File: src/rtl/gre_ram.sv
// ----------------------------------------------------------------------------
// gre_ram
// Generic single-port RAM, one access per cycle, registered read data.
// ----------------------------------------------------------------------------
module gre_ram #(
   parameter int unsigned WIDTH = 8,
   parameter int unsigned DEPTH = 64
) (
   input  logic                     clock,
   input  logic                     we,
   input  logic                     re,
   input  logic [$clog2(DEPTH)-1:0] addr,
   input  logic [WIDTH-1:0]         wdata,
   output logic [WIDTH-1:0]         rdata
);

   logic [WIDTH-1:0] mem_ff [DEPTH];
   logic [WIDTH-1:0] rdata_ff;

   always_ff @(posedge clock) begin
      if (we) begin
         mem_ff[addr] <= wdata;
      end
      if (re) begin
         rdata_ff <= mem_ff[addr];
      end
   end

   assign rdata = rdata_ff;

endmodule

File: config.mk
export PLATFORM = sky130hd
export DESIGN_NAME = gre_ram
export DESIGN_NICKNAME = d
export VERILOG_FILES = /design/src/rtl/gre_ram.sv
export SDC_FILE = /design/constraint.sdc
export NUM_CORES = 1
export LEC_CHECK = 0
export ABC_AREA = 1
export BUFFER_PORTS_ARGS = -buffer_cell sky130_fd_sc_hd__buf_4
export CORE_MARGIN = 8
export CORE_UTILIZATION = 41
export CTS_CLUSTER_DIAMETER = 80
export DETAILED_ROUTE_END_ITERATION = 12
export GPL_ROUTABILITY_DRIVEN = 0
export GPL_TIMING_DRIVEN = 0
export PLACE_DENSITY = 0.65
export SYNTH_ARGS = -nofsm -noshare
export SYNTH_HDL_FRONTEND = slang
export SYNTH_SLANG_ARGS = --single-unit
File: constraint.sdc
create_clock -name clock -period 4.55 [get_ports clock]
set_input_delay 0.91 -clock clock [delete_from_list [all_inputs] [get_ports clock]]
set_output_delay 0.91 -clock clock [all_outputs]
set_load 0.02 [all_outputs]
==> reports/qor.yml, run 1 <==
setup_path:
  r2r_cells: 7
  cp-end-kind: "flip-flop"
  crit-reg2reg-capture: "rdata[6]"
  crit_type: "in2reg"
  reg2reg_from: "mem_ff[39][6]"
  required_ns: 4.75
  crit_path_start_kind: "primary input"
  arrival_ns: 3.65
  r2r_slack_ns: 2.77
  cp_max_fo: 10
synth:
  syn_avg_cell_area_um2: 10.2
  synth_warnings: 0
  synth-seq-cells: 520
  syn_inst: 2167
  synth_nets: 2184
  yosysSeqAreaShare_pct: 70.6
  syn_area_mm2: 0.0221
  post_synth_num_cell_types: 21
global_routing:
  grt_pass1_wl_um: 90100
  grt_pass1_vias: 14853
  track_usage_pct: 19.7
  antenna_found_initial: 1
  grt_overflow: 0
  grt_max_degree: 65
floorplanning:
  pin_count: 25
  fp-row-count: 85
  dieArea_mm2: 0.0617
  start_util_pct: 41.3
  coreArea_mm2: 0.0536
  fp.dieH_um: 248
  dieWidth_um: 248
clock_network:
  cts_tree: "yes"
  cts.sinks: 520
  cts_hold_buf: 0
  insertion_delay_ns: 0.60
  ctsResizeCount: 0
  cts-root-buf: "clkbuf_16"
  cts_buffers: 53
  post_cts_buffers: 0
  h-tree-depth: 2
  cts.reportedPaths.clkPinSlew_ns: 0.06
  clockBufferDepth: 3
drt:
  remaining_drc_errors: 0
  drtIter0Drc: 1998
  vias_per_cell: 5.17
  vias: 15342
  wl_per_cell_um: 20.4
  dr.pass1.iters: 5
  antenna_violating_nets_post_route: 0
  wl_um: 60600
power_and_ir_drop:
  vdd_ir_drop_max_mv: 0.296
  finalPower_mw: 10.0
  p_per_area_mw_per_mm2: 405
  p_int_mw: 7.72
  pwr-share-comb_pct: 6.8
  power_frac_seq_pct: 53.2
  switching_share_pct: 22.9
  p_clk_share_pct: 40.0
  power_leakage_nw: 10.2
  power.switching_mw: 2.29
sta:
  rsz0062_at_grt: "false"
  maxSlewHeadroom_pct: 25.1
  clock_skew_ns: 0.0284
  fin_setup_tns_ns: 0
  tightestPinTransition_ns: 1.12
  max_freq_ghz: 0.289
  period_needed_ns: 3.46
  finalSetupViolCount: 0
  min_period_over_period_pct: 76.0
  timing.final.hold_violations: 0
  drv_slew: 0
worst_hold_path:
  hold_depth: 1
  hold_class: "in2reg"
  hold_start: "re"
  min_to: "rdata[4]"
job:
  maxCapViolCount: 0
final_layout:
  layout.nets: 2259
  multi_input_area_mm2: 0.00583
  seq_area_mm2: 0.0156
  diodes: 0
  syn2layout_area_growth_pct: 11.7
  post-route-util_pct: 46.1
  n_fill_cell: 4909
  final_layout_size_suffix_gt1_share_pct: 7.83
status:
  outcome: "finished clean"
place:
  portBuffers: 19
  dp_hpwl_um: 40100
placed cells by master, fill, tap and decap left out, types with 4 or more instances in the layout:
cell / instances
buf_1: 4
buf_2: 52
buf_4: 27
buf_6: 15
clkbuf_1: 28
clkbuf_16: 54
clkinv_1: 18
clkinv_2: 8
edfxtp_1: 520
inv_1: 25
inv_2: 4
nand2_1: 1384
nand3_1: 13
nor2_1: 87
nor3_2: 8
o211ai_1: 5
o21ai_1: 6
flip-flops by register name (all words and copies together), names as in the netlist:
register	cells
mem_ff	512
rdata	8
worst max-delay path, stage by stage:
cell	delay [ns]
buf_4	0.12
buf_2	0.28
buf_1	0.54
nand4_1	0.73
nor2_1	1.05
synthesized netlist by cell type, drive strengths merged:
cell type	n	area share, %
nor4	2	0.057
buf	78	2.2
nor2	89	1.5
o21ai	7	0.16
nand2	1384	23
inv	29	0.49
o211ai	5	0.17
nor3	8	0.36
clkinv	1	0.017
nand4	2	0.057
clkbuf	23	0.39
nand3	13	0.29
edfxtp	520	71
or2	6	0.17
power by group through the flow:
| stage | Clock (mW) | Sequential (mW) | Combinational (mW) |
|---|---|---|---|
| after detailed placement | 0 | 5.43 | 0.669 |
| final | 4.00 | 5.32 | 0.684 |
| after floorplan | 0 | 5.43 | 0.362 |
| after CTS | 4.04 | 5.32 | 0.672 |
| after global routing | 4.21 | 5.33 | 0.745 |
| after global placement | 0 | 5.42 | 0.661 |
logic make-up (layout without fill, tap and decap cells):
logic type	Yosys count	in the layout	synth area share [%]
compound gates	12	12	0.328
buf+inv	131	238	3.14
flops	520	520	70.6
simple gates	1504	1504	26.0
layer usage:
layer / GRT usage [%] / vias to the layer above / routed length (µm)
met1: 26.2 / 7357 / 25100
met3: 4.58 / 130 / 5630
met5: 0 / - / 13
li1: - / 7174 / -
met2: 32.0 / 679 / 28100
met4: 6.08 / 2 / 1770
worst max-delay path by stage:
stage             from       endpoint  cells past startpoint  slack [ns]
2_1_floorplan  addr[3]  mem_ff[41][0]                      5        1.67
5_1_grt        addr[2]  mem_ff[63][0]                      5        1.14
3_5_place_dp   addr[2]  mem_ff[15][4]                      5        0.68
6_report       addr[2]  mem_ff[14][6]                      5        1.09
4_1_cts        addr[2]  mem_ff[14][6]                      5        1.30
3_3_place_gp   addr[2]  mem_ff[15][4]                      5        0.72
area by class of cell:
class,instances,area share [%]
repair buffers,20,0.608
plain buffers,101,2.36
well taps,696,3.52
clock inverters,28,0.729
clock buffers,59,5.54
inverters,30,0.456
flip-flops and latches,520,63.2
multi-input cells,1516,23.6
stage by stage:
stage | cell area [µm²] | cells | setup slack (ns) | hold slack (ns)
floorplan | 22100 | 2167 | 1.67 | 0.674
global placement | 23100 | 2882 | 0.719 | 0.878
detailed placement | 23200 | 2883 | 0.682 | 0.877
CTS | 24700 | 2970 | 1.30 | 0.563
global route | 24700 | 2970 | 1.14 | 0.583
finish | 24700 | 2970 | 1.09 | 0.588
(Power assumes the default switching activity.)
==> run 2: changes to the inputs <==
--- a/config.mk
+++ b/config.mk
@@ -13,7 +13,7 @@
 export DETAILED_ROUTE_END_ITERATION = 12
 export GPL_ROUTABILITY_DRIVEN = 0
 export GPL_TIMING_DRIVEN = 0
-export PLACE_DENSITY = 0.65
+export PLACE_DENSITY = 0.67
 export SYNTH_ARGS = -nofsm -noshare
 export SYNTH_HDL_FRONTEND = slang
 export SYNTH_SLANG_ARGS = --single-unit
==> constraint.sdc (replaced) <==
create_clock -name clock -period 2.83 [get_ports clock]
set_input_delay 0.566 -clock clock [delete_from_list [all_inputs] [get_ports clock]]
set_output_delay 0.566 -clock clock [all_outputs]
set_load 0.02 [all_outputs]
==> reports/qor.yml, run 2 (synthesis results as in run 1) <==
job:
  maxCapViolCount: 0
setup_path:
  arrival_ns: 3.12
  cp_common_cell: "buf_2"
  required_ns: 3.03
  cp-end-kind: "flip-flop"
  cp_max_fo: 10
  cpPeakStageDelay_ns: 0.96
  worst_path_max_delay_cell: "nor2_1"
  r2r_cells: 7
  crit_path_start_kind: "primary input"
  crit_chain: "buf_4, inv_2, buf_2, buf_2, nand4_1, nor2_1"
  crit_type: "in2reg"
drt:
  vias: 15306
  wl_per_cell_um: 20.6
  remaining_drc_errors: 0
  dr.pass1.iters: 7
  wl_um: 61200
  drtIter0Drc: 1759
  vias_per_cell: 5.15
  antenna_violating_nets_post_route: 0
floorplanning:
  coreArea_mm2: 0.0536
  dieWidth_um: 248
  start_util_pct: 41.3
  dieArea_mm2: 0.0617
  fp-row-count: 85
  fp.dieH_um: 248
  pin_count: 25
clock_network:
  cts_tree: "yes"
  cts.reportedPaths.clkPinSlew_ns: 0.06
  insertion_delay_ns: 0.59
  cts-root-buf: "clkbuf_16"
  cts_buffers: 52
  clockBufferDepth: 3
  cts.sinks: 520
  h-tree-depth: 2
  post_cts_buffers: 0
final_layout:
  seq_area_mm2: 0.0156
  multi_input_area_mm2: 0.00589
  n_fill_cell: 4938
  layout.nets: 2259
  largest-register: "mem_ff"
  syn2layout_area_growth_pct: 12.1
  final_layout_size_suffix_gt1_share_pct: 9.05
  largest_reg_flops: 512
  mostFrequentLayoutCell: "nand2_1"
  stdcell_area_mm2: 0.0248
  most-common-layout-cells: "1384 x nand2_1, 520 x edfxtp_1, 62 x nor2_1, 53 x clkbuf_16, 52 x buf_2"
  diodes: 0
power_and_ir_drop:
  power_leakage_nw: 10.2
  vdd_ir_drop_max_mv: 0.430
  p_per_area_mw_per_mm2: 654
sta:
  drv_slew: 0
  period_needed_ns: 2.92
  finalSetupViolCount: 56
  fin_setup_tns_ns: -2.04
  max_freq_ghz: 0.343
  rsz0062_at_grt: "true"
  timing.final.hold_violations: 0
  min_period_over_period_pct: 103
  tightestPinTransition_ns: 0.969
  clock_skew_ns: 0.0191
  maxSlewHeadroom_pct: 35.2
  worst_slack_ns: -0.0887
global_routing:
  grt_pass1_wl_um: 90300
  antenna_found_initial: 1
  grt_overflow: 0
  grt_pass1_vias: 14837
  grt_max_degree: 65
  track_usage_pct: 19.8
status:
  outcome: "finished with violations"
  violations: "setup timing"
worst_hold_path:
  hold_class: "in2reg"
  hold_depth: 1
place:
  dpl-instance-area_mm2: 0.0232
  dp_hpwl_um: 39900
  portBuffers: 19
-- run 2: path summary, 6_finish.rpt --
check / endpoint / from / slack [ns]
setup / recovery: mem_ff[54][1] / addr[0] / -0.09
hold / removal: rdata[4] / re / 0.26
setup reg to reg: rdata[6] / mem_ff[28][6] / 1.11
hold reg to reg: rdata[6] / mem_ff[34][6] / 0.97
-- run 2: repair_timing --
| action | CTS | global route |
|---|---|---|
| hold buffers | 0 | 0 |
| endpoints found under the setup margin | 0 | 175 |
| resized for setup | 0 | 25 |
| endpoints found under the hold margin | 0 | 0 |
-- run 2: through the flow --
step	instances	setup WS, ns	power (mW)	utilization [%]	hold slack (ns)
after floorplan	2167	0.295	9.32	-	0.665
after global placement	2882	-0.596	9.79	43.2	0.841
after detailed placement	2884	-0.587	9.81	43.2	0.856
after CTS	2972	0.0309	16.3	46.2	0.245
after global routing	2972	-0.158	16.7	46.3	0.264
final	2972	-0.0887	16.2	46.3	0.263
-- run 2: critical path, delay by kind of cell --
kind,cells,cell delay (ns)
and+or+nand+nor,2,1.57
buffers and inverters,4,0.97
-- run 2: where the power goes --
group / internal [mW] / switching [mW]
Clock: 3.76 / 2.79
Combinational: 0.263 / 0.851
Sequential: 8.54 / 0.0145
-- run 2: area by class of cell --
| cell class | count | share of cell area (%) |
|---|---|---|
| Sequential cell | 520 | 62.9 |
| Clock buffer | 65 | 5.53 |
| Timing Repair Buffer | 21 | 0.635 |
| Buffer | 101 | 2.35 |
| Tap cell | 696 | 3.51 |
| Inverter | 30 | 0.454 |
| Multi-Input combinational cell | 1516 | 23.7 |
| Clock inverter | 23 | 0.842 |
-- run 2: routing by layer --
layer  vias to the layer above  GRT usage, %  wire length, µm
met5                         -             0                0
met4                         0          7.62             2280
met3                       159          4.82             6360
met2                       743          32.1            28000
met1                      7242          25.6            24500
li1                       7162             -                -
