`src/rtl/gre_pkg.sv`:
```
// ----------------------------------------------------------------------------
// gre_pkg
// Shared types and constants for the graph reachability engine.
// ----------------------------------------------------------------------------
package gre_pkg;

   localparam int unsigned MAX_AIRPORTS_DEF  = 64;
   localparam int unsigned EDGE_COPY_MAX_DEF = 15;
   localparam int unsigned INIT_NODE_COUNT   = 10;

   typedef enum logic [1:0] {
      OP_INSERT = 2'd0,
      OP_DELETE = 2'd1,
      OP_QUERY  = 2'd2,
      OP_RESIZE = 2'd3
   } gre_op_type;

   typedef struct packed {
      gre_op_type  req_type;
      logic [6:0]  from_airport;
      logic [6:0]  to_airport;
      logic [6:0]  new_count;
   } gre_req_type;

   typedef struct packed {
      logic status;
      logic reachable;
   } gre_rsp_type;

   typedef enum logic [2:0] {
      ST_CLEAR,
      ST_IDLE,
      ST_DISPATCH,
      ST_UPDATE,
      ST_POP,
      ST_FETCH,
      ST_SCAN,
      ST_FINISH
   } gre_state_type;

endpackage

```
`src/rtl/gre_seq.sv`:
```
// ----------------------------------------------------------------------------
// gre_seq
// Request sequencer: edge updates, row clearing and the depth-first walk,
// which scans one adjacency bit per cycle of the popped node's row.
// ----------------------------------------------------------------------------
module gre_seq
   import gre_pkg::*;
#(
   parameter int unsigned MAX_AIRPORTS  = MAX_AIRPORTS_DEF,
   parameter int unsigned EDGE_COPY_MAX = EDGE_COPY_MAX_DEF,
   localparam int unsigned NODE_W = $clog2(MAX_AIRPORTS),
   localparam int unsigned CNT_W  = $clog2(EDGE_COPY_MAX + 1)
) (
   input  logic                    clock,
   input  logic                    reset,
   input  logic                    req_valid,
   input  gre_req_type             req_data,
   output logic                    req_ready,
   input  logic                    slot_free,
   output logic                    done,
   output gre_rsp_type             rsp_out,
   // adjacency bitmap, one row per source node
   output logic                    bm_we,
   output logic                    bm_re,
   output logic [NODE_W-1:0]       bm_addr,
   output logic [MAX_AIRPORTS-1:0] bm_wdata,
   input  logic [MAX_AIRPORTS-1:0] bm_rdata,
   // edge copy counts, valid only where the bitmap bit is set
   output logic                    cnt_we,
   output logic                    cnt_re,
   output logic [2*NODE_W-1:0]     cnt_addr,
   output logic [CNT_W-1:0]        cnt_wdata,
   input  logic [CNT_W-1:0]        cnt_rdata,
   // walk stack
   output logic                    stk_we,
   output logic                    stk_re,
   output logic [NODE_W-1:0]       stk_addr,
   output logic [NODE_W-1:0]       stk_wdata,
   input  logic [NODE_W-1:0]       stk_rdata
);

   localparam logic [6:0] NODE_COUNT_RST =
      7'((INIT_NODE_COUNT < MAX_AIRPORTS) ? INIT_NODE_COUNT : MAX_AIRPORTS);
   localparam logic [NODE_W-1:0] LAST_ROW = NODE_W'(MAX_AIRPORTS - 1);
   localparam logic [NODE_W:0]   STACK_DEPTH = (NODE_W+1)'(MAX_AIRPORTS);
   localparam logic [CNT_W-1:0]  COPY_MAX = CNT_W'(EDGE_COPY_MAX);

   gre_state_type            state_ff, state_in;
   gre_req_type              req_ff, req_in;
   logic [6:0]               node_count_ff, node_count_in;
   logic [NODE_W-1:0]        clr_ff, clr_in;
   logic                     clr_rsp_ff, clr_rsp_in;
   logic [MAX_AIRPORTS-1:0]  visited_ff, visited_in;
   logic [NODE_W:0]          sp_ff, sp_in;
   logic [NODE_W-1:0]        col_ff, col_in;
   logic                     status_ff, status_in;
   logic                     reach_ff, reach_in;

   logic                     from_ok, to_ok, count_ok;
   logic [NODE_W-1:0]        from_idx, to_idx, last_col;
   logic [CNT_W-1:0]         old_cnt, new_cnt;
   logic [MAX_AIRPORTS-1:0]  row_mod;
   logic                     edge_bit;

   assign from_ok  = (req_ff.from_airport != 7'd0) && (req_ff.from_airport <= node_count_ff);
   assign to_ok    = (req_ff.to_airport != 7'd0) && (req_ff.to_airport <= node_count_ff);
   assign count_ok = 32'(req_ff.new_count) <= 32'(MAX_AIRPORTS);
   assign from_idx = NODE_W'(req_ff.from_airport - 7'd1);
   assign to_idx   = NODE_W'(req_ff.to_airport - 7'd1);
   assign last_col = NODE_W'(node_count_ff - 7'd1);
   assign edge_bit = bm_rdata[col_ff];

   // stale count behind a cleared bitmap bit reads as zero
   assign old_cnt = bm_rdata[to_idx] ? cnt_rdata : '0;

   always_comb begin
      new_cnt = old_cnt;
      if (req_ff.req_type == OP_INSERT) begin
         if (old_cnt < COPY_MAX) begin
            new_cnt = old_cnt + CNT_W'(1);
         end
      end else if (old_cnt != '0) begin
         new_cnt = old_cnt - CNT_W'(1);
      end
      row_mod = bm_rdata;
      row_mod[to_idx] = (new_cnt != '0);
   end

   always_ff @(posedge clock) begin
      if (reset) begin
         state_ff      <= ST_CLEAR;
         node_count_ff <= NODE_COUNT_RST;
         clr_ff        <= '0;
         clr_rsp_ff    <= 1'b0;
      end else begin
         state_ff      <= state_in;
         node_count_ff <= node_count_in;
         clr_ff        <= clr_in;
         clr_rsp_ff    <= clr_rsp_in;
      end
   end

   always_ff @(posedge clock) begin
      req_ff     <= req_in;
      visited_ff <= visited_in;
      sp_ff      <= sp_in;
      col_ff     <= col_in;
      status_ff  <= status_in;
      reach_ff   <= reach_in;
   end

   always_comb begin
      state_in      = state_ff;
      req_in        = req_ff;
      node_count_in = node_count_ff;
      clr_in        = clr_ff;
      clr_rsp_in    = clr_rsp_ff;
      visited_in    = visited_ff;
      sp_in         = sp_ff;
      col_in        = col_ff;
      status_in     = status_ff;
      reach_in      = reach_ff;

      req_ready = 1'b0;
      done      = 1'b0;
      bm_we     = 1'b0;
      bm_re     = 1'b0;
      bm_addr   = from_idx;
      bm_wdata  = '0;
      cnt_we    = 1'b0;
      cnt_re    = 1'b0;
      cnt_addr  = {from_idx, to_idx};
      cnt_wdata = new_cnt;
      stk_we    = 1'b0;
      stk_re    = 1'b0;
      stk_addr  = sp_ff[NODE_W-1:0];
      stk_wdata = col_ff;

      unique case (state_ff)
         ST_CLEAR: begin
            bm_we   = 1'b1;
            bm_addr = clr_ff;
            if (clr_ff == LAST_ROW) begin
               clr_rsp_in = 1'b0;
               if (clr_rsp_ff) begin
                  status_in = 1'b0;
                  reach_in  = 1'b0;
                  state_in  = ST_FINISH;
               end else begin
                  state_in = ST_IDLE;
               end
            end else begin
               clr_in = clr_ff + NODE_W'(1);
            end
         end

         ST_IDLE: begin
            req_ready = 1'b1;
            if (req_valid) begin
               req_in   = req_data;
               state_in = ST_DISPATCH;
            end
         end

         ST_DISPATCH: begin
            status_in = 1'b0;
            reach_in  = 1'b0;
            unique case (req_ff.req_type) inside
               OP_RESIZE: begin
                  if (count_ok) begin
                     node_count_in = req_ff.new_count;
                     clr_in        = '0;
                     clr_rsp_in    = 1'b1;
                     state_in      = ST_CLEAR;
                  end else begin
                     status_in = 1'b1;
                     state_in  = ST_FINISH;
                  end
               end
               OP_QUERY: begin
                  if (from_ok && to_ok) begin
                     visited_in           = '0;
                     visited_in[from_idx] = 1'b1;
                     stk_we               = 1'b1;
                     stk_addr             = '0;
                     stk_wdata            = from_idx;
                     sp_in                = (NODE_W+1)'(1);
                     state_in             = ST_POP;
                  end else begin
                     status_in = 1'b1;
                     state_in  = ST_FINISH;
                  end
               end
               OP_INSERT, OP_DELETE: begin
                  if (from_ok && to_ok) begin
                     bm_re    = 1'b1;
                     cnt_re   = 1'b1;
                     state_in = ST_UPDATE;
                  end else begin
                     status_in = 1'b1;
                     state_in  = ST_FINISH;
                  end
               end
            endcase
         end

         ST_UPDATE: begin
            cnt_we   = 1'b1;
            bm_we    = 1'b1;
            bm_wdata = row_mod;
            state_in = ST_FINISH;
         end

         ST_POP: begin
            if (sp_ff == '0) begin
               reach_in = 1'b0;
               state_in = ST_FINISH;
            end else begin
               stk_re   = 1'b1;
               stk_addr = NODE_W'(sp_ff - (NODE_W+1)'(1));
               sp_in    = sp_ff - (NODE_W+1)'(1);
               state_in = ST_FETCH;
            end
         end

         ST_FETCH: begin
            bm_re    = 1'b1;
            bm_addr  = stk_rdata;
            col_in   = '0;
            state_in = ST_SCAN;
         end

         ST_SCAN: begin
            // row stays on the bitmap read port: no bitmap read while scanning
            if (edge_bit && (col_ff == to_idx)) begin
               reach_in = 1'b1;
               state_in = ST_FINISH;
            end else begin
               if (edge_bit && !visited_ff[col_ff]) begin
                  visited_in[col_ff] = 1'b1;
                  if (sp_ff < STACK_DEPTH) begin
                     stk_we = 1'b1;
                     sp_in  = sp_ff + (NODE_W+1)'(1);
                  end
               end
               if (col_ff == last_col) begin
                  state_in = ST_POP;
               end else begin
                  col_in = col_ff + NODE_W'(1);
               end
            end
         end

         ST_FINISH: begin
            done = 1'b1;
            if (slot_free) begin
               state_in = ST_IDLE;
            end
         end

         default: begin
            state_in = ST_IDLE;
         end
      endcase
   end

   assign rsp_out = '{status: status_ff, reachable: reach_ff};

endmodule

```
`config.mk`:
```
export PLATFORM = sky130hd
export DESIGN_NAME = gre_seq
export DESIGN_NICKNAME = d
export VERILOG_FILES = /design/src/rtl/gre_pkg.sv /design/src/rtl/gre_seq.sv
export SDC_FILE = /design/constraint.sdc
export NUM_CORES = 1
export LEC_CHECK = 0
export CAP_MARGIN = 20
export CELL_PAD_IN_SITES_DETAIL_PLACEMENT = 1
export CELL_PAD_IN_SITES_GLOBAL_PLACEMENT = 1
export CORE_ASPECT_RATIO = 1.5
export CORE_MARGIN = 8
export CORE_UTILIZATION = 44
export CTS_CLUSTER_SIZE = 20
export DETAILED_ROUTE_END_ITERATION = 6
export DONT_BUFFER_PORTS = 1
export GPL_TIMING_DRIVEN = 0
export PLACE_DENSITY_LB_ADDON = 0.1
export SETUP_SLACK_MARGIN = 0.1
export SLEW_MARGIN = 10
export SYNTH_ARGS = -nofsm -noshare
export SYNTH_HDL_FRONTEND = slang
export SYNTH_SLANG_ARGS = --single-unit
```
`constraint.sdc`:
```
create_clock -name clock -period 6 [get_ports clock]
set_input_delay 1.2 -clock clock [delete_from_list [all_inputs] [get_ports clock]]
set_output_delay 1.2 -clock clock [all_outputs]
set_load 0.02 [all_outputs]
```
==> results of run 1 <==
[cell type report]
| cell class | count | area (sq um) |
|---|---|---|
| Multi-Input combinational cell | 921 | 6608 |
| Buffer | 91 | 505.5 |
| Sequential cell | 119 | 3403 |
| Clock buffer | 17 | 425.4 |
| Antenna cell | 1 | 2.502 |
| Inverter | 38 | 153.9 |
| Tap cell | 276 | 345.3 |
| Fill cell | 2580 | 10290 |
| Clock inverter | 15 | 180.2 |
| Timing Repair Buffer | 41 | 470.5 |
[flip-flops by register name, indices dropped and copies added (netlist names)]
signal	count
clr_rsp_ff	1
status_ff	1
sp_ff	7
state_ff	3
req_ff	23
reach_ff	1
clr_ff	6
visited_ff	64
col_ff	6
node_count_ff	7
[cells by family (layout without fill, tap and decap cells)]
kind of cell               Yosys count  after routing  share of synthesized area (%)
AOI/OAI and AO/OA                  434            434                          27.25
and+or+nand+nor                    369            369                          17.48
buffers and inverters              130            202                          5.794
DFF                                119            119                          33.97
muxes                               62             62                          9.491
xor gates and xnor gates            31             31                          2.897
adders and majority gates           25             25                          3.122
other                                0              1                              0
[stage by stage]
stage	hold slack [ns]	cells
final	0.4995	1519
after CTS	0.5130	1509
after floorplan	0.4555	1170
after global routing	0.5482	1519
after global placement	0.4789	1446
after detailed placement	0.4965	1449
[worst max-delay path: cells and delay by family (launching register included)]
family / cells / cell delay (ns)
buffers and inverters: 9 / 1.40
AOI/OAI and AO/OA: 6 / 1.60
muxes: 1 / 0.22
xor gates and xnor gates: 1 / 0.24
DFF: 1 / 0.34
adders and majority gates: 2 / 0.50
and+or+nand+nor: 5 / 0.84
[how the worst min path moves through the flow]
stage                                   from                            end  slack (ns)
6_report       node_count_ff[6]$_SDFFE_PP0P_  node_count_ff[6]$_SDFFE_PP0P_        0.50
5_1_grt        node_count_ff[6]$_SDFFE_PP0P_  node_count_ff[6]$_SDFFE_PP0P_        0.55
4_1_cts        node_count_ff[6]$_SDFFE_PP0P_  node_count_ff[6]$_SDFFE_PP0P_        0.51
3_5_place_dp   node_count_ff[6]$_SDFFE_PP0P_  node_count_ff[6]$_SDFFE_PP0P_        0.50
3_3_place_gp   node_count_ff[6]$_SDFFE_PP0P_  node_count_ff[6]$_SDFFE_PP0P_        0.48
2_1_floorplan            req_ff[3]$_DFFE_PP_  node_count_ff[3]$_SDFFE_PP1P_        0.46
[cells in the mapped netlist, drive strengths merged, types with 3 or more instances]
library cell	count
a22oi	14
xor2	12
a31oi	7
o21ai	91
xnor2	19
o221ai	3
o21a	6
a31o	4
o211ai	8
a2bb2oi	3
nand2	81
a211oi	8
a222oi	3
clkbuf	55
mux2	8
and3	10
nand2b	3
mux2i	29
a21oi	169
or3	5
mux4	25
nor4	6
a22o	6
and3b	7
a211o	3
nor2	157
a221oi	11
ha	25
nor3b	18
nor3	27
edfxtp	102
nand3	27
o22ai	75
nand4	9
dfxtp	17
nor2b	11
a21o	4
buf	37
inv	36
[what timing repair did]
action,CTS,global route
endpoints found under the setup margin,68,67
setup buffers,24,7
pin swaps,17,16
gates resized for setup,127,11
cloned,5,0
endpoints found under the hold margin,0,0
[power groups by stage]
stage / Combinational (mW) / Clock, mW / Sequential (mW)
3_3_place_gp: 1.88 / 0 / 1.30
2_1_floorplan: 1.43 / 0 / 1.25
3_5_place_dp: 1.93 / 0 / 1.29
5_1_grt: 2.59 / 1.09 / 1.30
4_1_cts: 2.39 / 1.07 / 1.27
6_report: 2.43 / 1.05 / 1.28
[cells in the final DEF (no fill, tap or decap), types with 26 or more instances in the layout]
cell	synthesis	layout
edfxtp_1	102	102
clkbuf_1	55	54
a21oi_4	0	45
nand2_1	81	77
buf_4	4	26
inv_1	35	31
a21oi_1	129	104
o21ai_0	91	88
mux2i_1	29	29
nor2_1	157	156
o22ai_1	75	75
[metal layers]
| layer | wire (um) | part of all wire (%) | vias up |
|---|---|---|---|
| li1 | - | - | 4547 |
| met5 | 0 | 0 | - |
| met4 | 2935 | 6.8 | 0 |
| met2 | 21440 | 50 | 544 |
| met1 | 14910 | 35 | 5035 |
| met3 | 3648 | 8.5 | 141 |
==> summary.md, run 1 <==
| Metric | Value |
|---|---|
| Critical-path cell list | buf_6, buf_8, clkinvlp_4, ha_4, xnor2_4, buf_6, mux2i_1, nand4_1, a222oi_1, nand4_4, inv_4, nand2_4, ha_4, o21ai_4, nor3_2, o21ai_1, o31ai_1, a22o_2, nor4_4, buf_4, buf_12, buf_12, buf_16, a21oi_4 |
| Met1 usage | 29.71% |
| Setup crit start | req_ff[7]$_DFFE_PP_ |
| Slew Viols, Final | 0 |
| Clock Path Buffers | 2 |
| Yosys warning count | 0 |
| Critical path peak fanout | 8 |
| Die Y | 200.8 um |
| CTS Hold Buffers Added | 0 |
| Clock root cell | clkbuf_16 |
| TritonCTS Buffers | 17 |
| Nets | 1355 |
| Syn_area_per_cell | 8.564 sq um |
| Outcome | complete, but fails checks |
| Mapped Nets | 1296 |
| Crit path DAT | 5.60 ns |
| Vias in the first global route | 10.88k |
| Antenna-violating nets left | 0 |
| # port buffers | 0 |
| Largest net degree at the start of global routing | 43 |
| Register-to-Register Path Depth | 14 |
| H-tree Lvls | 4 |
| Post-route cell area | 12090 sq um |
| Unrepaired setup endpoints after global routing | true |
| Die width | 139.2 um |
| Fin Setup TNS | -47.47 ns |
| Worst skew pair latency | 0.44 ns |
| Flop pwr share | 26.8% |
| Clk slew on worst S/H paths | 0.06 ns |
| Minimum clock period | 6.803 ns |
| CTS tree | done |
| Slew Limit Headroom | 27.33% |
| DR iter-0 viols | 656 |
| # IOs | 209 |
| CP max stage delay | 0.76 ns |
| Share of cells above drive strength 1 | 18.28% |
| Row count | 67 |
| R2r setup slk | 0.96 ns |
| Detailed placer's ending HPWL | 31.60 mm |
| Area Growth Syn to Fin | 20.70% |
| Initial core utilization | 44.76% |
| Final setup viols | 64 |
| Worst Tran Pin Value | 1.090 ns |
| Worst path required time | 4.80 ns |
| Final WS setup | -0.8032 ns |
| Area contributors post-synth | edfxtp_1 (31%), a21oi_1 (6.4%), nor2_1 (5.9%) |
| HP Class | flip-flop to flip-flop |
| Max_cap viols | 0 |
| Post-Route WL | 42.93 mm |
| Total vias in the final route | 10.27k |
| Routability Congestion | 0.9454 |
| Hold depth | 2 |
| Sw Share | 43.98% |
| Cell accounting for the most synthesized area | edfxtp_1 |
| Sequential fraction of the synthesis area | 33.97% |
| Final hold vios | 0 |
| Leading register cell type out of synthesis | edfxtp_1 |
| Gr busiest metal | met2 |
| Clk pwr share | 22.1% |
| Pleak | 4.034 nW |
| Placement-stage cell area | 10410 sq um |
| Worst setup path end | bm_wdata[22] |
| Post-layout util | 54.03% |
| Post-synth EDFFs | 102 |
| VDD IR max | 0.0002920 V |
| Synth top area share | 30.57% |
| Crit share post-route | 113.4% |
| Worst Setup Path Type | flip-flop to output pin |
| PwrDens | 393.4 nW/um^2 |
| First-pass GRT wire length | 64.82 mm |
| Slowest cell on crit path | a222oi_1 |
| Post-synthesis cell type count | 75 |
| Vias/cell | 6.759 |
| Total power | 4.758 mW |
| Initial antenna violation count | 1 |
| Clk sinks | 119 |
| Synthesized cell area | 10020 sq um |
| Post-Synthesis Cells | 1170 |
| Type of origin of the critical path | flip-flop |
| Met2 Track Usage GR | 52.72% |
| Ys async rst share | 0% |
| Detailed Routing Iterations Pass 1 | 5 |
| GRT Total Usage | 30.06% |
| Combinational Power Share | 51.1% |
| Switching power | 2.093 mW |
| WL/cell | 28.26 um |
| Final Skew | 0.008132 ns |
| Reg-to-reg critical path startpoint | col_ff[1]$_SDFFCE_PN0P_ |
| GRT overflow | 0 |
| Achievable frequency | 147.0 MHz |
| Setup crit end kind | output pin |
| DRC | 0 |
| Core area | 22380 sq um |
| RR Endpoint | sp_ff[3]$_DFFE_PP_ |
| Met3 track utilization from global routing | 8.308% |
| Int Pwr | 2.666 mW |
| Failing checks | setup timing |
| Die area | 27960 sq um |
| Synth Register Bits | 119 |
| Dpl ws | -1.494 ns |
No activity file was read; power rests on OpenSTA's default activity.
==> run 2, diff against run 1 <==
CTS_CLUSTER_DIAMETER = 50   (was default)
RECOVER_POWER = 50   (was default)
==> run 2 against run 1 <==
Effect of this change: setup slack better by 0.0047 ns; clock-buffer cell count unchanged; worst hold slack unchanged; largest power group unchanged; combinational power about the same; utilization about the same; clock power about the same; routed wire length about the same; cell area about the same; first-iteration DRC count unchanged; the flow still finishes with violations (setup timing).
==> summary.md, run 2 (synthesis gave the netlist of run 1 again) <==
| Metric | Value |
|---|---|
| Final setup viols | 64 (unchanged) |
| GRT Total Usage | 30.06% (unchanged) |
| Commonest cells after routing, fill and taps aside | nor2_1 (156), a21oi_1 (104), edfxtp_1 (102) (unchanged) |
| CP max stage delay | 0.76 ns (about the same) |
| Vias in the first global route | 10.88k (unchanged) |
| Initial antenna violation count | 1 (unchanged) |
| Met3 track utilization from global routing | 8.308% (unchanged) |
| Fin cells | 1519 (unchanged) |
| Slowest cell on crit path | a222oi_1 (unchanged) |
| # IOs | 209 (unchanged) |
| Max_cap viols | 0 (unchanged) |
| Register-to-Register Path Depth | 14 (unchanged) |
| Worst setup path end | bm_wdata[22] (unchanged) |
| Slew Viols, Final | 0 (unchanged) |
| Row count | 67 (unchanged) |
| Antenna-violating nets left | 0 (unchanged) |
| Gr busiest metal | met2 (unchanged) |
| Met1 usage | 29.71% (unchanged) |
| Total vias in the final route | 10.24k (was 10.27k) |
| Placed cells | 1449 (unchanged) |
| Die width | 139.2 um (unchanged) |
| Fin Setup TNS | -47.18 ns (was -47.47 ns) |
| Minimum clock period | 6.798 ns (was 6.803 ns) |
| VDD IR max | 0.0002918 V (was 0.0002920 V) |
| CTS Hold Buffers Added | 0 (unchanged) |
| Nets | 1355 (unchanged) |
| Setup crit start | req_ff[7]$_DFFE_PP_ (unchanged) |
| Worst Tran Pin Value | 1.084 ns (was 1.090 ns) |
| Core area | 22380 sq um (unchanged) |
| R2r setup slk | 0.96 ns (about the same) |
| GRT overflow | 0 (unchanged) |
| DR iter-0 viols | 656 (unchanged) |
| Met2 Track Usage GR | 52.72% (unchanged) |
| Worst skew pair latency | 0.44 ns (about the same) |
| Outcome | complete, but fails checks (unchanged) |
| Crit share post-route | 113.3% (was 113.4%) |
| Largest net degree at the start of global routing | 43 (unchanged) |
| Die Y | 200.8 um (unchanged) |
| Clock Path Buffers | 2 (unchanged) |
| WL/cell | 28.27 um (was 28.26 um) |
| Achievable frequency | 147.1 MHz (was 147.0 MHz) |
| Final WS setup | -0.7985 ns (was -0.8032 ns) |
| Pleak | 4.027 nW (was 4.034 nW) |
| Slew Limit Headroom | 27.71% (was 27.33%) |
| RR Endpoint | sp_ff[3]$_DFFE_PP_ (unchanged) |
| DRC | 0 (unchanged) |
| CTS tree | done (unchanged) |
| Clk slew on worst S/H paths | 0.06 ns (about the same) |
| TritonCTS Buffers | 17 (unchanged) |
| Type of origin of the critical path | flip-flop (unchanged) |
| Worst path required time | 4.80 ns (about the same) |
| Crit path DAT | 5.60 ns (about the same) |
| Dpl ws | -1.494 ns (unchanged) |
| HP Class | flip-flop to flip-flop (unchanged) |
| Biggest register | visited_ff (unchanged) |
| Routability Congestion | 0.9454 (unchanged) |
| Detailed Routing Iterations Pass 1 | 5 (unchanged) |
| Share of cells above drive strength 1 | 18.12% (was 18.28%) |
| Final hold vios | 0 (unchanged) |
| Setup crit end kind | output pin (unchanged) |
| Worst Setup Path Type | flip-flop to output pin (unchanged) |
| Critical-path cell list | buf_6, buf_8, clkinvlp_4, ha_4, xnor2_4, buf_6, mux2i_1, nand4_1, a222oi_1, nand4_4, inv_4, nand2_4, ha_4, o21ai_4, nor3_2, o21ai_1, o31ai_1, a22o_2, nor4_4, buf_4, buf_12, buf_12, buf_16, a21oi_4 (unchanged) |
| Detailed placer's ending HPWL | 31.60 mm (unchanged) |
| Final Skew | 0.008138 ns (was 0.008132 ns) |
| # port buffers | 0 (unchanged) |
| First-pass GRT wire length | 64.82 mm (unchanged) |
| Die area | 27960 sq um (unchanged) |
| Post-Route WL | 42.94 mm (was 42.93 mm) |
| Unrepaired setup endpoints after global routing | true (unchanged) |
| Largest registers | visited_ff: 64 flops, req_ff: 23 flops (unchanged) |
| Initial core utilization | 44.76% (unchanged) |
| Clock root cell | clkbuf_16 (unchanged) |
| Commonest non-fill, non-tap cell in the layout | nor2_1 (unchanged) |
| PwrDens | 393.4 nW/um^2 (about the same) |
| Reg-to-reg critical path startpoint | col_ff[1]$_SDFFCE_PN0P_ (unchanged) |
| Critical path peak fanout | 8 (unchanged) |
| H-tree Lvls | 4 (unchanged) |
| # fillers | 2579 (was 2580) |
| Max reg flops | 64 (unchanged) |
| Area Growth Syn to Fin | 20.63% (was 20.70%) |
| Clk sinks | 119 (unchanged) |
| Failing checks | setup timing (unchanged) |
| Vias/cell | 6.743 (was 6.759) |
==> run 2: cell count changes in the layout (fill, tap and decap cells not counted) <==
cell      change
buf_4         -2
clkbuf_1      +2
==> run 2: per-stage QoR <==
stage | utilization (%) | hold slack [ns] | instance area [sq um] | total power, mW
after CTS | 53.71 | 0.5130 | 12020 | 4.730
after detailed placement | 46.50 | 0.4965 | 10410 | 3.215
after global routing | 54.00 | 0.5482 | 12090 | 4.977
final | 54.00 | 0.4995 | 12090 | 4.755
after global placement | 46.31 | 0.4789 | 10360 | 3.179
after floorplan | - | 0.4555 | 10020 | 2.682
==> run 2: worst min-delay path by stage <==
stage	cells after the start	to	startpoint
2_1_floorplan	1	node_count_ff[3]$_SDFFE_PP1P_	req_ff[3]$_DFFE_PP_
3_3_place_gp	2	node_count_ff[6]$_SDFFE_PP0P_	node_count_ff[6]$_SDFFE_PP0P_
3_5_place_dp	2	node_count_ff[6]$_SDFFE_PP0P_	node_count_ff[6]$_SDFFE_PP0P_
4_1_cts	2	node_count_ff[6]$_SDFFE_PP0P_	node_count_ff[6]$_SDFFE_PP0P_
5_1_grt	2	node_count_ff[6]$_SDFFE_PP0P_	node_count_ff[6]$_SDFFE_PP0P_
6_report	2	node_count_ff[6]$_SDFFE_PP0P_	node_count_ff[6]$_SDFFE_PP0P_
==> run 2: critical path, delay by kind of cell (launching register included) <==
family	cells	cell delay (ns)
AOI/OAI and AO/OA	6	1.59
xor gates and xnor gates	1	0.24
adders and majority gates	2	0.50
buffers and inverters	9	1.40
DFF	1	0.34
muxes	1	0.22
and+or+nand+nor	5	0.84
==> run 2: where the power goes <==
part	switching, mW	internal, mW	leakage, nW	total [mW]
Combinational	1.57	0.859	2.65	2.43
Sequential	0.126	1.15	1.09	1.28
Clock	0.399	0.653	0.291	1.05
Total	2.09	2.66	4.03	4.76
==> run 2: per-layer routing <==
metal / vias up / routed length, um / share of wire [%]
met4: 0 / 2902 / 6.8
met3: 137 / 3665 / 8.5
met5: - / 0 / 0
met1: 5016 / 14890 / 35
met2: 546 / 21480 / 50
li1: 4544 / - / -
==> run 2: final cells by class <==
| cell class | count | area [sq um] | area share [%] |
|---|---|---|---|
| tap | 276 | 345.3 | 2.857 |
| timing repair buffer | 41 | 470.5 | 3.892 |
| multi-input combinational | 921 | 6608 | 54.67 |
| buffer | 91 | 498.0 | 4.120 |
| sequential | 119 | 3403 | 28.16 |
| antenna | 1 | 2.502 | 0.02070 |
| clock buffer | 17 | 425.4 | 3.520 |
| inverter | 38 | 153.9 | 1.273 |
| clock inverter | 15 | 180.2 | 1.491 |
==> run 2: what timing repair did <==
item | 4_1_cts | 5_1_grt
gates cloned | 5 | 0
resized for setup | 127 | 11
endpoints found under the setup margin | 68 | 67
pin swaps | 17 | 16
buffers inserted | 24 | 7
==> run 3, diff against run 2 <==
BUFFER_PORTS_ARGS = -buffer_cell sky130_fd_sc_hd__clkbuf_2   (was default)
CORE_UTILIZATION = 38   (was 44)
DONT_BUFFER_PORTS = default   (was 1)
==> run 3 against run 2 <==
Effect of this change: the run ends with capacitance limit, slew limit, setup timing left; combinational power increased by 11%; sequential share of layout area shrank 3.2 points; worst hold slack improved by 0.00088 ns; critical path depth up 2; non-clock buffer count up 210; first-iteration DRC count is 5.6% higher; register-to-register slack lost 0.14 ns; maximum frequency increased by 1.6%; clock power up 8%.
==> summary.md, run 3 (synthesis gave the netlist of run 1 again) <==
| Metric | Value |
|---|---|
| Area Growth Syn to Fin | 35.85% (was 20.63%) |
| Core area | 26210 sq um (was 22380 sq um) |
| Total power | 5.094 mW (was 4.755 mW) |
| Detailed Routing Iterations Pass 1 | 7 (was 5) |
| # port buffers | 207 (was 0) |
| CTS Hold Buffers Added | 0 (unchanged) |
| Clock Path Buffers | 2 (unchanged) |
| H-tree Lvls | 4 (unchanged) |
| Hold Slack | 0.5004 ns (was 0.4995 ns) |
| Switching power | 2.171 mW (was 2.092 mW) |
| Clk pwr share | 22.2% (was 22.1%) |
| Row count | 73 (was 67) |
| Reg-to-reg critical path startpoint | col_ff[2]$_SDFFCE_PN0P_ (was col_ff[1]$_SDFFCE_PN0P_) |
| Commonest cells after routing, fill and taps aside | nor2_1 (156), clkbuf_2 (134), a21oi_1 (105) (was nor2_1 (156), a21oi_1 (104), edfxtp_1 (102)) |
| Failing checks | capacitance limit, slew limit, setup timing (was setup timing) |
| Top Layer Used | met4 (unchanged) |
| PwrDens | 374.2 nW/um^2 (was 393.4 nW/um^2) |
| Largest net degree at the start of global routing | 60 (was 43) |
| Hold Path Origin | node_count_ff[6]$_SDFFE_PP0P_ (unchanged) |
| Pleak | 5.047 nW (was 4.027 nW) |
| Initial core utilization | 38.22% (was 44.76%) |
| First-pass GRT wire length | 68.25 mm (was 64.82 mm) |
| Post-route cell area | 13610 sq um (was 12090 sq um) |
| DRC | 0 (unchanged) |
| Nets | 1565 (was 1355) |
| Final Skew | 0.007543 ns (was 0.008138 ns) |
| WL/cell | 26.35 um (was 28.27 um) |
| Clk sinks | 119 (unchanged) |
| Worst skew pair latency | 0.43 ns (was 0.44 ns) |
| Biggest register | visited_ff (unchanged) |
| # IOs | 209 (unchanged) |
| Final hold vios | 0 (unchanged) |
| Routed wire length on met3 | 3.066 mm (was 3.665 mm) |
| Type of origin of the critical path | flip-flop (unchanged) |
| Crit path DAT | 5.49 ns (was 5.60 ns) |
| Antenna diodes | 0 (was 1) |
| Sw Share | 42.63% (was 44.00%) |
| Post-Route WL | 47.15 mm (was 42.94 mm) |
| Detailed placer's ending HPWL | 34.22 mm (was 31.60 mm) |
| Achievable frequency | 149.4 MHz (was 147.1 MHz) |
| Combinational Power Share | 52.7% (was 51.0%) |
| Unrepaired setup endpoints after global routing | true (unchanged) |
| VDD IR max | 0.0002232 V (was 0.0002918 V) |
| Setup crit start | req_ff[7]$_DFFE_PP_ (unchanged) |
| HP Class | flip-flop to flip-flop (unchanged) |
| Worst Setup Path Type | flip-flop to output pin (unchanged) |
| Die Y | 214.9 um (was 200.8 um) |
| Vias in the first global route | 11.71k (was 10.88k) |
| Max reg flops | 64 (unchanged) |
| Final setup viols | 64 (unchanged) |
| Largest registers | visited_ff: 64 flops, req_ff: 23 flops (unchanged) |
| DR iter-0 viols | 693 (was 656) |
| CTS tree | done (unchanged) |
| Clk slew on worst S/H paths | 0.06 ns (about the same) |
| GRT overflow | 0 (unchanged) |
| Final WS setup | -0.6931 ns (was -0.7985 ns) |
| Flop pwr share | 25.1% (was 26.9%) |
| Critical path peak fanout | 6 (was 8) |
| Slew Limit Headroom | -1.192% (was 27.71%) |
| Int Pwr | 2.922 mW (was 2.663 mW) |
| Placement-stage cell area | 11520 sq um (was 10410 sq um) |
| Outcome | complete, but fails checks (unchanged) |
| Total vias in the final route | 11.12k (was 10.24k) |
| Worst path required time | 4.80 ns (about the same) |
| DR WL met2 | 23.56 mm (was 21.48 mm) |
| Routability Congestion | 0.9151 (was 0.9454) |
| Share of cells above drive strength 1 | 29.20% (was 18.12%) |
| Clock root cell | clkbuf_16 (unchanged) |
| Die area | 31930 sq um (was 27960 sq um) |
| Initial antenna violation count | 0 (was 1) |
| GRT Total Usage | 27.62% (was 30.06%) |
| Crit share post-route | 111.6% (was 113.3%) |
| WL met1 | 17.07 mm (was 14.89 mm) |
| Setup crit end kind | output pin (unchanged) |
| Commonest non-fill, non-tap cell in the layout | nor2_1 (unchanged) |
| Slew Viols, Final | 24 (was 0) |
| Worst Tran Pin Value | 1.517 ns (was 1.084 ns) |
| Die width | 148.6 um (was 139.2 um) |
| Antenna-violating nets left | 0 (unchanged) |
| Vias/cell | 6.215 (was 6.743) |
| Max_cap viols | 1 (was 0) |
| Minimum clock period | 6.693 ns (was 6.798 ns) |
| TritonCTS Buffers | 17 (unchanged) |
[run 3: final cells by class]
type	instances	area (sq um)
Fill cell	3070	12600
Multi-Input combinational cell	921	6437
Sequential cell	119	3403
Timing Repair Buffer	251	2036
Buffer	91	514.2
Clock buffer	19	442.9
Tap cell	337	421.7
Clock inverter	13	202.7
Inverter	38	153.9
[run 3: final timing paths]
path | endpoint | slack [ns] | depth (start not counted)
setup / recovery | bm_wdata[1] | -0.69 | 26
hold / removal | node_count_ff[6]$_SDFFE_PP0P_ | 0.50 | 2
setup reg to reg | sp_ff[2]$_DFFE_PP_ | 0.82 | 14
hold reg to reg | node_count_ff[6]$_SDFFE_PP0P_ | 0.50 | 2
[run 3: repair_timing]
item,4_1_cts,5_1_grt
pin swaps,13,11
gates resized for setup,120,186
gates cloned,3,5
setup endpoints to repair,69,68
setup buffers,23,10
[run 3: worst max-delay path, cell delays in order, from the launching register on]
cell	delay, ns
edfxtp_1	0.34
buf_6	0.12
buf_8	0.10
clkinvlp_4	0.12
ha_4	0.33
buf_8	0.15
buf_8	0.13
nor3b_1	0.09
mux2i_1	0.17
nand4_1	0.15
a222oi_1	0.87
nand4_4	0.26
inv_4	0.16
nand2_4	0.08
inv_4	0.06
ha_4	0.15
nand2_4	0.07
nand3_2	0.11
mux2i_1	0.07
or3_4	0.42
nor4_4	0.29
buf_4	0.17
buf_12	0.12
buf_12	0.14
clkbuf_16	0.16
a21oi_2	0.06
buf_6	0.14
[run 3: power by group through the flow]
stage                     Sequential (mW)  Clock, mW  Combinational, mW
after global routing                 1.30       1.17               2.84
final                                1.28       1.13               2.69
after CTS                            1.27       1.15               2.46
after floorplan                      1.25          0               1.43
after detailed placement             1.29          0               2.14
after global placement               1.30          0               2.08
[run 3: metrics by stage]
stage               util, %  setup slack (ns)  TNS [ns]  cells
detailed placement    43.95            -1.501    -94.24   1717
global route          51.93           -0.7356    -42.77   1789
CTS                   49.32           -0.5054    -29.81   1775
finish                51.93           -0.6931    -39.94   1789
floorplan                 -            0.1240         0   1170
global placement      43.78            -1.378   -118.62   1714
[run 3: metal layers]
layer  global-route usage (%)  up-vias
met5                        0        -
met4                    18.08        0
met3                    5.089      191
met2                    49.24      539
met1                    28.91     5413
li1                         -     4975
